==> config.mk <==
export PLATFORM = sky130hd
export DESIGN_NAME = lgs_div
export DESIGN_NICKNAME = d
export VERILOG_FILES = /design/src/hdl/lgs_pkg.sv /design/src/hdl/lgs_div.sv
export SDC_FILE = /design/constraint.sdc
export NUM_CORES = 1
export LEC_CHECK = 0
export BUFFER_PORTS_ARGS = -buffer_cell sky130_fd_sc_hd__buf_2
export CAP_MARGIN = 30
export CELL_PAD_IN_SITES_DETAIL_PLACEMENT = 1
export CELL_PAD_IN_SITES_GLOBAL_PLACEMENT = 2
export CORE_MARGIN = 4
export CORE_UTILIZATION = 34
export DETAILED_ROUTE_END_ITERATION = 12
export GPL_ROUTABILITY_DRIVEN = 0
export GPL_TIMING_DRIVEN = 0
export PLACE_DENSITY = 0.86
export SYNTH_ARGS = -nofsm -noshare
export SYNTH_HDL_FRONTEND = slang
export SYNTH_SLANG_ARGS = --single-unit
==> constraint.sdc <==
create_clock -name clk_i -period 4.2 [get_ports clk_i]
set_input_delay 1.26 -clock clk_i [delete_from_list [all_inputs] [get_ports clk_i]]
set_output_delay 1.26 -clock clk_i [all_outputs]
set_load 0.02 [all_outputs]
==> src/hdl/lgs_pkg.sv <==
// Shared types and constants for the diagonal grayscale sampler.
`timescale 1ns / 1ps
package lgs_pkg;

  // Fixed field widths
  localparam int unsigned SizeW    = 6;   // table_size register
  localparam int unsigned CountW   = 7;   // point_count register
  localparam int unsigned IndexW   = 16;  // entry_index
  localparam int unsigned ColorW   = 16;  // one color channel, Q0.16
  localparam int unsigned EntryW   = 3 * ColorW;
  localparam int unsigned CornerW  = ColorW + 2;  // R+G+B sum
  localparam int unsigned PointW   = 6;   // point_index
  localparam int unsigned GrayW    = 16;
  localparam int unsigned InDataW  = 64;
  localparam int unsigned OutDataW = 24;

  // Commands carried on tuser
  typedef enum logic {
    CMD_WRITE = 1'b0,
    CMD_START = 1'b1
  } cmd_e;

  // Configuration register indexes
  typedef enum logic {
    REG_TABLE_SIZE  = 1'b0,
    REG_POINT_COUNT = 1'b1
  } reg_e;

  // Extraction sequencer
  typedef enum logic [3:0] {
    ST_IDLE,
    ST_SETUP,
    ST_POINT,
    ST_PDIV,
    ST_ADDR,
    ST_READ,
    ST_LERP,
    ST_GDIV,
    ST_EMIT
  } state_e;

endpackage

==> src/hdl/lgs_div.sv <==
// Restoring divider, one quotient bit per cycle.
`timescale 1ns / 1ps
module lgs_div #(
  parameter int unsigned NumW = 61,
  parameter int unsigned DenW = 44
) (
  input  logic            clk_i,
  input  logic            rst_ni,
  input  logic            start_i,
  input  logic [NumW-1:0] num_i,
  input  logic [DenW-1:0] den_i,
  output logic            done_o,
  output logic [NumW-1:0] quo_o,
  output logic [DenW-1:0] rem_o
);
  import lgs_pkg::*;

  localparam int unsigned CntW = $clog2(NumW + 1);

  logic            busy_q;
  logic            done_q;
  logic [CntW-1:0] cnt_q;
  logic [NumW-1:0] quo_q;
  logic [DenW:0]   rem_q;
  logic [DenW-1:0] den_q;
  logic [DenW:0]   trial;
  logic [DenW:0]   diff;

  // shift in next numerator bit and try subtracting
  assign trial = {rem_q[DenW-1:0], quo_q[NumW-1]};
  assign diff  = trial - {1'b0, den_q};

  always_ff @(posedge clk_i or negedge rst_ni) begin
    if (!rst_ni) begin
      busy_q <= 1'b0;
      done_q <= 1'b0;
      cnt_q  <= '0;
    end else begin
      done_q <= 1'b0;
      if (start_i) begin
        busy_q <= 1'b1;
        cnt_q  <= CntW'(NumW);
      end else if (busy_q) begin
        cnt_q <= cnt_q - 1'b1;
        if (cnt_q == CntW'(1)) begin
          busy_q <= 1'b0;
          done_q <= 1'b1;
        end
      end
    end
  end

  always_ff @(posedge clk_i) begin
    if (start_i) begin
      quo_q <= num_i;
      rem_q <= '0;
      den_q <= den_i;
    end else if (busy_q) begin
      if (!diff[DenW]) begin
        rem_q <= diff;
        quo_q <= {quo_q[NumW-2:0], 1'b1};
      end else begin
        rem_q <= trial;
        quo_q <= {quo_q[NumW-2:0], 1'b0};
      end
    end
  end

  assign done_o = done_q;
  assign quo_o  = quo_q;
  assign rem_o  = rem_q[DenW-1:0];

endmodule

==> impl_metrics.env <==
export IMPL_status="finished, final reports clean"
export IMPL_crit_end="quo_o[54]"
export IMPL_drt_wl_total_um=26900
export IMPL_multiInputGateArea_um2=4260
export IMPL_ys_seq_area_frac=0.477
export IMPL_via_per_inst=5.10
export IMPL_fmax_mhz=254
export IMPL_cts_made_buffers=17
export IMPL_drtIter0Drc=352
export IMPL_grt_total_usage=0.189
export IMPL_vdd_ir_drop_max_v=0.000270
export IMPL_hold_buffers=0
export IMPL_ff_latch_area_um2=4230
export IMPL_r2r_end="rem_q[30]"
export IMPL_ant_nets=0
export IMPL_hpwl_um=20500
export IMPL_synth_edff_count=105
export IMPL_period_needed_ns=3.94
export IMPL_first_pass_iters=4
export IMPL_synth_fp_nets=1002
export IMPL_worst_r2r_startpoint="quo_o[60]"
export IMPL_synth_seq_cells=157
export IMPL_place_area_um2=10400
export IMPL_grt_pass1_wl_um=43000
export IMPL_clock_sinks=157
export IMPL_ys_warn_count=0
export IMPL_syn_avg_cell_area_um2=10.5
export IMPL_rrSetupSlack_ns=0.46
export IMPL_synthFlopType="edfxtp_1"
export IMPL_cp_max_fo=38
export IMPL_clk_pin_slew_ns=0.08
export IMPL_wl_met3_um=1270
export IMPL_fp_row_count=58
export IMPL_grt_pass1_vias=7784
export IMPL_power_switching_mw=3.11
export IMPL_slew_headroom=0.457
export IMPL_place_ws_ns=-0.228
export IMPL_fin_ws_ns=0.264
export IMPL_tns_ns=0
export IMPL_p_clk_frac=0.231
export IMPL_finClkSkew_ns=0.0184
export IMPL_dieHeight_um=170
export IMPL_io_pins=214
export IMPL_total_power_mw=7.13
export IMPL_crit_path_start_kind="primary input"
export IMPL_grt_max_degree=39
export IMPL_fp_dieW_um=170
export IMPL_htreeDepth=4
export IMPL_wl_per_cell_um=18.8
export IMPL_io_buffers=213
export IMPL_setup_violations=0
export IMPL_netlist_instances=847
export IMPL_syn_to_final_growth_pct=24.4
export IMPL_fin_hold_ws_ns=0.510
export IMPL_rsz0062_at_grt="no"
export IMPL_design_area_um2=11000
export IMPL_clockBufferDepth=2
export IMPL_antenna_found_initial=2
export IMPL_worst_pin_slew_ns=0.814
export IMPL_met2WireLength_um=13200
export IMPL_drive_above_1_share=0.319
export IMPL_pwr_share_comb=0.456
export IMPL_highest_layer="met4"
export IMPL_p_int_mw=4.03
export IMPL_max_cap_violations=0
export IMPL_n_fill_cell=2918
export IMPL_core_um2=25500
export IMPL_start_util=0.349
export IMPL_p_leak_nw=4.81
export IMPL_met1_length_um=11900
export IMPL_finalCritPeriodShare=0.937
export IMPL_synth_area_um2=8880
export IMPL_cp_end_kind="flop"
export IMPL_hold_viol=0
export IMPL_die_area_um2=28800
export IMPL_seqPwrFrac=0.313
export IMPL_clk_latency_ns=0.45
export IMPL_crit_path_start="start_i"
export IMPL_async_flop_share=0.0510
export IMPL_path_class="primary input to flop"
export IMPL_ctsRootBufferMaster="clkbuf_16"
export IMPL_power_density_nw_per_um2=646
export IMPL_worstRegToRegCells=14
export IMPL_cts_tree="yes"
export IMPL_num_vias=7284
export IMPL_min_path_type="flop to flop"
export IMPL_slew_violations=0
export IMPL_worstPathRequired_ns=4.33
export IMPL_drcViolationCount=0
export IMPL_switching_share=0.435
export IMPL_grt_overflow=0
export IMPL_critPathArrivalTime_ns=4.06
export IMPL_final_nets=1237
export IMPL_ys_types=64
[registers in the layout, summed over array words and instances (netlist names)]
| signal | cells |
|---|---|
| done_o | 1 |
| cnt_q | 6 |
| den_q | 44 |
| busy_q | 1 |
| rem_q | 44 |
| quo_o | 61 |
[layout by cell type, fill, tap and decap left out, types with 4 or more instances in the layout]
master and n:
o211ai_1 5, nand2_1 113, edfxtp_1 105, o31ai_1 5
o21ai_0 33, o21bai_1 7, clkbuf_16 17, a21o_1 12
and2_1 9, dfxtp_1 44, a21oi_1 49, dfrtp_1 8
buf_2 218, xor2_1 18, mux2_2 61, inv_8 4
nand4_1 11, a211oi_1 5, nor3_1 14, mux2i_1 8
nor2_1 62, nand3_1 6, nand2b_1 11, a311oi_1 15
nor2b_1 5, inv_1 55, ha_1 46, clkinv_8 5
a311oi_2 19, clkbuf_1 28, o21ai_1 6, a31oi_1 5
xnor2_1 24
[worst min path at each step]
stage / start / endpoint / slack, ns / cells past startpoint
6_report: rem_q[37] / rem_q[37] / 0.51 / 2
5_1_grt: rem_q[37] / rem_q[37] / 0.54 / 2
4_1_cts: rem_q[39] / rem_q[39] / 0.51 / 2
3_5_place_dp: rem_q[41] / rem_q[41] / 0.49 / 2
3_3_place_gp: rem_q[39] / rem_q[39] / 0.48 / 2
2_1_floorplan: cnt_q[4] / cnt_q[4] / 0.49 / 2
[power by group through the flow]
stage,registers [mW],clock network (mW),logic [mW]
floorplan,2.50,0,2.02
global placement,2.25,0,3.20
detailed placement,2.27,0,3.25
CTS,2.24,1.68,3.28
global route,2.28,1.74,3.62
finish,2.23,1.65,3.25
[cell families (layout without fill, tap and decap cells)]
kind of cell | count (synthesis) | count (layout) | synth area share
multiplexers | 69 | 69 | 0.0864
adder cells (fa/ha/maj) | 47 | 47 | 0.0671
XOR/XNOR | 44 | 44 | 0.0464
flip-flops | 157 | 157 | 0.477
buffers and inverters | 97 | 345 | 0.0438
other | 0 | 2 | 0
AO/OA/AOI/OAI | 184 | 184 | 0.155
AND/OR/NAND/NOR | 249 | 249 | 0.125
[synth_stat cells, types with 14 or more instances]
master    instances  area (um^2)
nand2_1         113          424
edfxtp_1        105         3150
nor2_1           62          233
mux2_2           61          687
inv_1            56          210
a21oi_1          49          245
ha_1             46          576
dfxtp_1          44          881
o21ai_0          33          165
clkbuf_1         30          113
xnor2_1          24          210
a311oi_2         19          285
xor2_1           18          158
a311oi_1         15          131
nor3_1           14         70.1
[repair_timing]
item / CTS / global route
buffers inserted: 0 / 0
resized for setup: 0 / 4
endpoints found under the setup margin: 0 / 12
endpoints found under the hold margin: 0 / 0
[cell type report]
class / instances / area share
Clock buffer: 17 / 0.0385
Clock inverter: 15 / 0.0182
Buffer: 41 / 0.0164
Inverter: 56 / 0.0190
Sequential cell: 157 / 0.383
Antenna cell: 2 / 0.000453
Tap cell: 330 / 0.0374
Multi-Input combinational cell: 593 / 0.385
Timing Repair Buffer: 216 / 0.101
[per-stage QoR]
| step | instances | util |
|---|---|---|
| after detailed placement | 1393 | 0.409 |
| after floorplan | 847 | - |
| final | 1427 | 0.434 |
| after global routing | 1427 | 0.434 |
| after global placement | 1390 | 0.407 |
| after CTS | 1425 | 0.433 |
[metal layers]
metal | vias up | GRT usage
li1 | 3546 | -
met1 | 3552 | 0.241
met2 | 156 | 0.326
met3 | 30 | 0.0403
met4 | 0 | 0.0483
met5 | - | 0
[worst max-delay path: stages]
cell	delay (ns)
buf_2	0.44
clkbuf_1	0.40
clkbuf_1	0.62
nor2_1	0.32
buf_6	0.24
inv_2	0.43
buf_12	0.30
Power figures use the tool's default switching activity.
